==> src/hdl/i64dm_pkg.sv <==
// ----------------------------------------------------------------------------
// i64dm_pkg
// Shared types and constants for the 64-bit divide / modulo unit.
// ----------------------------------------------------------------------------
package i64dm_pkg;

  localparam logic [1:0] OP_DIV_U = 2'd0;
  localparam logic [1:0] OP_DIV_S = 2'd1;
  localparam logic [1:0] OP_REM_U = 2'd2;
  localparam logic [1:0] OP_REM_S = 2'd3;

  typedef enum logic [3:0] {
    S_IDLE = 4'b0001,
    S_PREP = 4'b0010,
    S_DIV  = 4'b0100,
    S_FIX  = 4'b1000
  } state_t;

  typedef struct packed {
    logic load;    // latch operands
    logic prep;    // take magnitudes, clear remainder
    logic step;    // one restoring iteration
    logic finish;  // sign fix-up, register result
  } dp_cmd_t;

  typedef struct packed {
    logic zero_den;
  } dp_status_t;

endpackage

==> src/hdl/i64dm_ctrl.sv <==
// ----------------------------------------------------------------------------
// i64dm_ctrl
// Sequencer for the divide unit: load, prepare, iterate, fix up.
// ----------------------------------------------------------------------------
module i64dm_ctrl #(
  parameter int DATA_WIDTH = 64
) (
  input  logic                  clk,
  input  logic                  rst,
  input  logic                  start,
  input  i64dm_pkg::dp_status_t status,
  output i64dm_pkg::dp_cmd_t    cmd,
  output logic                  busy,
  output logic                  done
);

  localparam int CW = (DATA_WIDTH > 1) ? $clog2(DATA_WIDTH) : 1;

  i64dm_pkg::state_t state, state_next;
  logic [CW-1:0]     count, count_next;

  always_comb begin
    state_next = state;
    count_next = count;
    cmd        = '0;
    unique case (state)
      i64dm_pkg::S_IDLE: begin
        if (start) begin
          cmd.load   = 1'b1;
          state_next = i64dm_pkg::S_PREP;
        end
      end
      i64dm_pkg::S_PREP: begin
        cmd.prep   = 1'b1;
        count_next = CW'(DATA_WIDTH - 1);
        state_next = status.zero_den ? i64dm_pkg::S_FIX : i64dm_pkg::S_DIV;
      end
      i64dm_pkg::S_DIV: begin
        cmd.step   = 1'b1;
        count_next = count - 1'b1;
        if (count == '0) begin
          state_next = i64dm_pkg::S_FIX;
        end
      end
      i64dm_pkg::S_FIX: begin
        cmd.finish = 1'b1;
        state_next = i64dm_pkg::S_IDLE;
      end
      default: begin
        state_next = i64dm_pkg::S_IDLE;
      end
    endcase
  end

  always_ff @(posedge clk) begin
    if (rst) begin
      state <= i64dm_pkg::S_IDLE;
      count <= '0;
      done  <= 1'b0;
    end else begin
      state <= state_next;
      count <= count_next;
      done  <= cmd.finish;
    end
  end

  assign busy = (state != i64dm_pkg::S_IDLE);

endmodule

==> src/hdl/i64dm_datapath.sv <==
// ----------------------------------------------------------------------------
// i64dm_datapath
// Operand registers, restoring shift-subtract divider and sign fix-up.
// ----------------------------------------------------------------------------
module i64dm_datapath #(
  parameter int DATA_WIDTH = 64
) (
  input  logic                  clk,
  input  i64dm_pkg::dp_cmd_t    cmd,
  output i64dm_pkg::dp_status_t status,
  input  logic [1:0]            req_type,
  input  logic [63:0]           dividend,
  input  logic [63:0]           divisor,
  output logic [63:0]           result_value,
  output logic                  zero_divisor
);

  localparam int W = DATA_WIDTH;

  logic [1:0]   op;
  logic [W-1:0] num;
  logic [W-1:0] den;
  logic [W-1:0] den_mag;
  logic [W-1:0] quo;
  logic [W-1:0] rem;
  logic         zero_den;
  logic         num_neg;
  logic         den_neg;

  logic         is_signed;
  logic         is_mod;
  logic         carry;
  logic [W-1:0] shifted;
  logic [W+1:0] diff;
  logic         take;
  logic [W-1:0] quo_fix;
  logic [W-1:0] rem_fix;

  always_comb begin
    is_signed = (op == i64dm_pkg::OP_DIV_S) || (op == i64dm_pkg::OP_REM_S);
    is_mod    = (op == i64dm_pkg::OP_REM_U) || (op == i64dm_pkg::OP_REM_S);
    carry     = rem[W-1];
    shifted   = {rem[W-2:0], quo[W-1]};
    diff      = {1'b0, carry, shifted} - {2'b00, den_mag};
    take      = carry || !diff[W+1];
    quo_fix   = (num_neg != den_neg) ? (W'(0) - quo) : quo;
    rem_fix   = num_neg ? (W'(0) - rem) : rem;
  end

  always_ff @(posedge clk) begin
    if (cmd.load) begin
      op       <= req_type;
      num      <= dividend[W-1:0];
      den      <= divisor[W-1:0];
      zero_den <= (divisor[W-1:0] == '0);
    end
    if (cmd.prep) begin
      num_neg <= is_signed && num[W-1];
      den_neg <= is_signed && den[W-1];
      quo     <= (is_signed && num[W-1]) ? (W'(0) - num) : num;
      den_mag <= (is_signed && den[W-1]) ? (W'(0) - den) : den;
      rem     <= '0;
    end
    if (cmd.step) begin
      rem <= take ? diff[W-1:0] : shifted;
      quo <= {quo[W-2:0], take};
    end
    if (cmd.finish) begin
      zero_divisor <= zero_den;
      if (zero_den) begin
        result_value <= is_mod ? 64'(num) : 64'd0;
      end else begin
        result_value <= is_mod ? 64'(rem_fix) : 64'(quo_fix);
      end
    end
  end

  assign status.zero_den = zero_den;

endmodule

==> src/hdl/int64_divide_modulo_unit.sv <==
// ----------------------------------------------------------------------------
// int64_divide_modulo_unit
// Unsigned / signed divide and modulo, one quotient bit per cycle.
// ----------------------------------------------------------------------------
//  channel  | handshake         | payload
//  ---------+-------------------+------------------------------------
//  request  | start, busy       | req_type, dividend, divisor
//  result   | done (one cycle)  | result_value, zero_divisor
//
//  A request passes from transfer to done through an operand prepare step,
//  DATA_WIDTH iterations of the shift-subtract loop and a fix-up step.
//  A zero divisor skips the loop.
//  busy is high from the transfer until done; a new start may be taken in
//  the cycle done is shown. The receiver cannot stall. rst is synchronous.
// ----------------------------------------------------------------------------
module int64_divide_modulo_unit #(
  parameter int DATA_WIDTH = 64
) (
  input  logic        clk,
  input  logic        rst,
  input  logic        start,
  output logic        busy,
  input  logic [1:0]  req_type,
  input  logic [63:0] dividend,
  input  logic [63:0] divisor,
  output logic        done,
  output logic [63:0] result_value,
  output logic        zero_divisor
);

  i64dm_pkg::dp_cmd_t    cmd;
  i64dm_pkg::dp_status_t status;

  i64dm_ctrl #(
    .DATA_WIDTH(DATA_WIDTH)
  ) u_ctrl (
    .clk   (clk),
    .rst   (rst),
    .start (start),
    .status(status),
    .cmd   (cmd),
    .busy  (busy),
    .done  (done)
  );

  i64dm_datapath #(
    .DATA_WIDTH(DATA_WIDTH)
  ) u_datapath (
    .clk         (clk),
    .cmd         (cmd),
    .status      (status),
    .req_type    (req_type),
    .dividend    (dividend),
    .divisor     (divisor),
    .result_value(result_value),
    .zero_divisor(zero_divisor)
  );

  a_done_pulse : assert property (@(posedge clk) disable iff (rst)
    done |=> !done)
    else $error("done held for more than one cycle");

  a_busy_after_start : assert property (@(posedge clk) disable iff (rst)
    (start && !busy) |=> busy)
    else $error("transfer did not raise busy");

  a_zero_div_quotient : assert property (@(posedge clk) disable iff (rst)
    (start && !busy && (divisor[DATA_WIDTH-1:0] == '0) &&
     ((req_type == i64dm_pkg::OP_DIV_U) || (req_type == i64dm_pkg::OP_DIV_S)))
    |=> ##2 (done && zero_divisor && (result_value == 64'd0)))
    else $error("zero divisor quotient wrong");

endmodule

==> config.mk <==
export PLATFORM = sky130hd
export DESIGN_NAME = int64_divide_modulo_unit
export DESIGN_NICKNAME = d
export VERILOG_FILES = /design/src/hdl/i64dm_pkg.sv /design/src/hdl/i64dm_ctrl.sv /design/src/hdl/i64dm_datapath.sv /design/src/hdl/int64_divide_modulo_unit.sv
export SDC_FILE = /design/constraint.sdc
export NUM_CORES = 1
export LEC_CHECK = 0
export BUFFER_PORTS_ARGS = -buffer_cell sky130_fd_sc_hd__buf_4
export CAP_MARGIN = 20
export CORE_MARGIN = 4
export CORE_UTILIZATION = 60
export DETAILED_ROUTE_END_ITERATION = 8
export PLACE_DENSITY = 0.85
export SYNTH_ARGS = -nofsm -noshare
export SYNTH_HDL_FRONTEND = slang
export SYNTH_SLANG_ARGS = --single-unit
==> constraint.sdc <==
create_clock -name clk -period 13.65 [get_ports clk]
set_clock_uncertainty 0.05 [all_clocks]
set_input_delay 1.365 -clock clk [delete_from_list [all_inputs] [get_ports clk]]
set_output_delay 1.365 -clock clk [all_outputs]
set_load 0.01 [all_outputs]
; Word level (Yosys, flattened, before mapping)
; Cells that the tools add are included.
[word_totals]
regBits = 401
inputBits = 133
output_inout_bits = 67
elab_cells = 64
[classes]
add_sub_neg = 6
eq_ne = 11
muxes = 22
reduce_logical = 11
[op_table]
columns = op, n
row1 = 64-bit 2-to-1 mux, 12
row2 = 1-bit by 64-bit subtractor with 64-bit output (first input constant), 4
row3 = 65-bit by 64-bit subtractor with 66-bit output, 1
row4 = 64-bit logical NOT, 1
row5 = 4-bit 2-to-1 mux, 3
row6 = 4-bit one-hot mux with 3 select lines, 1
row7 = 6-bit one-hot mux with 2 select lines, 1
row8 = 6-bit logical NOT, 1
row9 = 6-bit by 1-bit subtractor with 6-bit output (second input constant), 1
row10 = 1-bit 2-to-1 mux, 5
row11 = 2-bit equality test (second input constant), 2
row12 = 4-bit by 1-bit equality test with 1-bit output (second input constant), 1
row13 = 4-bit by 2-bit equality test with 1-bit output (second input constant), 1
row14 = 4-bit by 3-bit equality test with 1-bit output (second input constant), 1
row15 = 4-bit equality test (second input constant), 1
row16 = 4-bit by 1-bit != test with 1-bit output (second input constant), 1
row17 = 2-bit nonzero test, 2
row18 = 1-bit logical OR, 3
row19 = 2-bit by 1-bit equality test with 1-bit output (second input constant), 1
row20 = 1-bit logical AND, 2
row21 = 2-bit by 1-bit != test with 1-bit output (second input constant), 1
row22 = 2-bit != test (second input constant), 1
row23 = 2-bit AND reduction, 1
row24 = 1-bit logical NOT, 1
row25 = 1-bit != test, 1

; Longest topological paths before layout
[depth]
word_depth = 6
mapped_depth = 15
ltp_nobuf = 14

; Cells and area by module
; From an unflattened synthesis, not the netlist that was laid out.
[hier_totals]
cells_unflattened = 2540
area_unflattened_um2 = 24494.7
[by_module_without_submodules]
columns = module, instances, cells_each, area_per_inst_um2, seq_area_each_um2
row1 = i64dm_datapath, 1, 2489, 23934.2, 11711.2
row2 = i64dm_ctrl, 1, 51, 560.5, 220.2

; Worst setup path after synthesis
; No wires, ideal clock.
[synth_path]
path_kind = reg2reg
from = register u_ctrl.state[1]
to = register u_datapath.quo[0] (enable)
setup_time_ns = 0.434
t_arrival_ns = 9.988
required_time_ns = 13.166
setup_slack_ns = 3.178
path_stages_with_launch = 3
n_path_buf = 0
synth_period_minus_slack_ns = 10.472
path_cell_list = dfxtp_1 > nor4b_1 > or2_2
[synth_between]
elab_chain_cells = 3
word_cells_on_any_way = 5
cone_classes = 2 x eq/ne / 2 x mux / 1 x reduce/logical
[synth_lines]
columns = element, line
row1 = from (decl), i64dm_ctrl.sv:19  ; i64dm_pkg::state_t state, state_next;
row2 = from (signal assigned), i64dm_ctrl.sv:57  ; state <= i64dm_pkg::S_IDLE;
row3 = from (signal assigned), i64dm_ctrl.sv:61  ; state <= state_next;
row4 = 4-bit by 3-bit equality test with 1-bit output / 4-bit by 2-bit equality test with 1-bit output (equally long branches), i64dm_ctrl.sv:26  ; unique case (state)
row5 = 1-bit 2-to-1 mux, i64dm_ctrl.sv:26
row6 = 2-bit nonzero test (no source line) *, n/a
row7 = to (signal assigned), i64dm_datapath.sv:60  ; quo <= (is_signed && num[W-1]) ? (W'(0) - num) : num;
row8 = to (signal assigned), i64dm_datapath.sv:66  ; quo <= {quo[W-2:0], take};
row9 = to (decl), i64dm_datapath.sv:24  ; logic [W-1:0] quo;
; Mark *: on every way between the ends. The rest lies on a longest branch, timed or not.
; A chain may end at the register's enable or synchronous reset.

; Final worst setup path
[layout_path]
from = register u_datapath.rem[5]
to = register u_datapath.rem[55], data pin
[layout_between]
elab_chain_cells = 5
[layout_lines]
columns = element, line
row1 = from (decl), i64dm_datapath.sv:25  ; logic [W-1:0] rem;
row2 = from (signal assigned), i64dm_datapath.sv:65  ; rem <= take ? diff[W-1:0] : shifted;
row3 = 65-bit by 64-bit subtractor with 66-bit output *, i64dm_datapath.sv:44  ; diff = {1'b0, carry, shifted} - {2'b00, den_mag};
row4 = 1-bit logical NOT, i64dm_datapath.sv:45  ; take = carry || !diff[W+1];
row5 = 1-bit logical OR, i64dm_datapath.sv:45
row6 = 64-bit 2-to-1 mux *, i64dm_datapath.sv:65
row7 = 64-bit 2-to-1 mux *, i64dm_datapath.sv:64  ; if (cmd.step) begin
; Marks and branches as above.

==> summary.txt <==
Int Power: 2.22 mW
FF+latch count, synth: 401
Clock power frac: 0.374
Syn Inst Count: 2455
Slew Limit Fails: 0
HP Class: reg -> reg
Root Driver: clkbuf_16
Placed Area: 0.0264 mm^2
Worst Setup Start Kind: flip-flop
Final period util: 0.353
Area of the multi-input gates: 0.0117 mm^2
P_sw: 766 uW
Die X: 210 um
DR vias/cell: 6.33
Max FO, Critical Path: 47
Combinational power share: 0.127
Die Y-Extent: 210 um
DRC: 0
Clk buf depth: 3
Number of diodes: 0
Flop pwr share: 0.499
Library cells used by synthesis: 69
Yosys Warn Count: 0
CP Capture Type: flip-flop
Final Hold Viols: 0
Cell Rows: 73
Seq/Total Area, Yosys: 0.489
DRT Pass-1 Iters: 6
Global Route Usage Sum: 0.296
Dpl ws: 8880 ps
Fmax: 207 MHz
Post-DP HPWL: 49.5 mm
# resized after CTS: 0
Vias in the first global route: 19100
Worst skew pair latency: 590 ps
Setup Fix Bufs, Post-CTS: 0
Max-cap viol count: 0
Total CTS buffers: 44
Sequential cell area: 0.0119 mm^2
Synth Cell Area: 0.0244 mm^2
VDD IR-drop max: 0.106 mV
DR WL/cell: 21.3 um
# fillers: 3035
Via count: 20100
Routability cong.: 0.956
Initial antenna violation count: 0
Setup violators final: 0
GRT overflow: 0
Global-route wire length before repair: 104 mm
Post-route insts no fill: 3170
CP required: 14000 ps
Number of flops mapped to enable cells by yosys: 390
Drt total wl: 67.5 mm
# H-tree levels: 2
Initial DRC Count: 2238
Die ar.: 0.0440 mm^2
Inst Count DP: 3090
Setup TNS: 0 ps
Lkg Pwr: 10.1 nW
Top_reg_cell synth: edfxtp_1
Mapped Avg Cell Area: 9.95 um^2
I/O Pins: 200
Slew @ Worst Pin: 1070 ps
RSZ-0062 raised after global routing: no
Worst slew margin: 0.288
Buffers on Ports: 199
Core Footprint: 0.0400 mm^2
Largest net degree at the start of global routing: 113
Hold bufs inserted after CTS: 0
Area growth from synthesis to layout: 13.4%
Async set-reset flop share out of synthesis: 0
ANT nets after route: 0
Initial core utilization: 0.610
Ratio of cells with drive above 1 in the final layout: 0.116
Clock slew at reported path FFs: 60 ps
WP data arrival: 5180 ps
Syn Nets: 2659
CTS tree: done
Worst setup margin: 8830 ps
Critical path type: reg -> reg
Power Density: 108 mW/mm^2
Net Sw Frac: 0.257
Post-route cell area: 0.0277 mm^2
Status: completed
Clock sinks: 401
Minimum clock period: 4820 ps
Fin nets: 2817
-- kinds of logic (layout without fill, tap and decap cells) --
| group | Yosys count | in the layout | synth area share |
|---|---|---|---|
| simple gates | 754 | 754 | 0.148 |
| compound gates | 660 | 660 | 0.164 |
| flops | 401 | 401 | 0.489 |
| xor+xnor | 305 | 305 | 0.109 |
| buf+inv | 214 | 404 | 0.0331 |
| fa+ha+maj | 71 | 71 | 0.0367 |
| mux | 50 | 50 | 0.0205 |
-- layout by cell type (no fill, tap or decap), types with 12 or more instances in the layout --
master and n:
a211oi_1 15, a21o_1 21, a21oi_1 158, a22o_1 23, a31oi_1 20, and3_1 12, buf_4 215, clkbuf_1 14
clkbuf_16 44, edfxtp_1 390, ha_1 70, inv_1 108, mux2i_1 50, nand2_1 263, nand2b_1 21, nand3_1 29
nand4_1 27, nor2_1 190, nor2b_1 14, nor3_1 48, nor4_1 44, o21a_1 17, o21ai_0 259, o21bai_1 12
o31ai_1 46, o41ai_1 25, or3_1 29, or4_1 25, xnor2_1 151, xor2_1 152
-- worst max-delay path: stages (launching register included) --
cell and delay (ps):
edfxtp_1 470, ha_1 440, nand2_1 70, o21ai_0 260, o2111ai_1 210, nand2_1 160
a31oi_1 230, o41ai_1 530, o21ai_0 330, o21ai_4 500, buf_4 720, nand2_1 350
o21ai_0 290
-- power groups by stage --
stage,clock [mW],sequential [mW],combinational [mW]
after detailed placement,0,1.51,0.369
after CTS,1.12,1.49,0.372
after floorplan,0,1.50,0.256
after global routing,1.18,1.49,0.415
final,1.11,1.49,0.379
after global placement,0,1.51,0.358
-- flip-flops by register name, indices dropped and copies added, names as in the netlist --
| signal | cells |
|---|---|
| u_datapath.num | 64 |
| u_datapath.result_value | 64 |
| u_datapath.status | 1 |
| u_ctrl.state | 4 |
| u_ctrl.count | 6 |
| u_datapath.quo | 64 |
| u_datapath.rem | 64 |
| u_datapath.den_mag | 64 |
| u_datapath.den | 64 |
| u_datapath.den_neg | 1 |
| u_datapath.num_neg | 1 |
| u_datapath.op | 2 |
| u_datapath.zero_divisor | 1 |
| u_ctrl.done | 1 |
-- layout make-up --
cell class,count,share of cell area
repair buffers,217,0.0598
multi-input cells,1840,0.424
clock buffers,58,0.0416
well taps,525,0.0237
inverters,109,0.0148
flip-flops and latches,401,0.431
clock inverters,20,0.00578
-- stage by stage --
step           power (mW)  utilization  hold slack, ps
2_1_floorplan        1.75            -             374
3_3_place_gp         1.87        0.659             408
3_5_place_dp         1.88        0.659             423
4_1_cts              2.98        0.691             446
5_1_grt              3.08        0.693             480
6_report             2.98        0.693             447
-- synth_stat cells (7+ instances only) --
library cell  count  area share
a211oi_1         15      0.0046
a21o_1           21      0.0065
a21oi_1         158       0.032
a22o_1           23      0.0082
a31oi_1          20      0.0051
and2_1           10      0.0026
and3_1           12      0.0031
buf_1            13      0.0020
clkbuf_1         88       0.014
dfxtp_1          11      0.0090
edfxtp_1        390        0.48
ha_1             70       0.036
inv_1           108       0.017
mux2i_1          50       0.020
nand2_1         263       0.040
nand2b_1         21      0.0054
nand3_1          29      0.0059
nand4_1          27      0.0069
nor2_1          191       0.029
nor2b_1          14      0.0036
nor3_1           48      0.0098
nor4_1           44       0.011
o211ai_1         11      0.0034
o21a_1           17      0.0052
o21ai_0         259       0.053
o21ai_1           7      0.0014
o21bai_1         12      0.0037
o22ai_1           9      0.0023
o31ai_1          46       0.014
o41ai_1          25      0.0090
or2_2             9      0.0023
or3_1            29      0.0074
or4_1            25      0.0077
or4_4             7      0.0032
xnor2_1         152       0.055
xor2_1          153       0.055
-- path summary, 6_finish.rpt --
path | startpoint | to | slack [ps] | cells past startpoint
max reg2reg | u_datapath.rem[5]$_SDFFCE_PN0P_ | u_datapath.rem[55]$_SDFFCE_PN0P_ | 8830 | 12
min | u_ctrl.count[0]$_SDFFE_PP0P_ | u_ctrl.count[0]$_SDFFE_PP0P_ | 450 | 1
max | u_datapath.rem[5]$_SDFFCE_PN0P_ | u_datapath.rem[55]$_SDFFCE_PN0P_ | 8830 | 12
min reg2reg | u_ctrl.count[0]$_SDFFE_PP0P_ | u_ctrl.count[0]$_SDFFE_PP0P_ | 450 | 1
-- layer usage --
metal | wire [um] | up-vias | part of all wire | GRT usage
li1 | - | 9333 | - | -
met2 | 31300 | 1197 | 0.46 | 0.476
met3 | 7310 | 132 | 0.11 | 0.0547
met5 | 0 | - | 0 | 0
met1 | 27300 | 9397 | 0.40 | 0.416
met4 | 1560 | 0 | 0.023 | 0.0833
(Power assumes the default switching activity.)
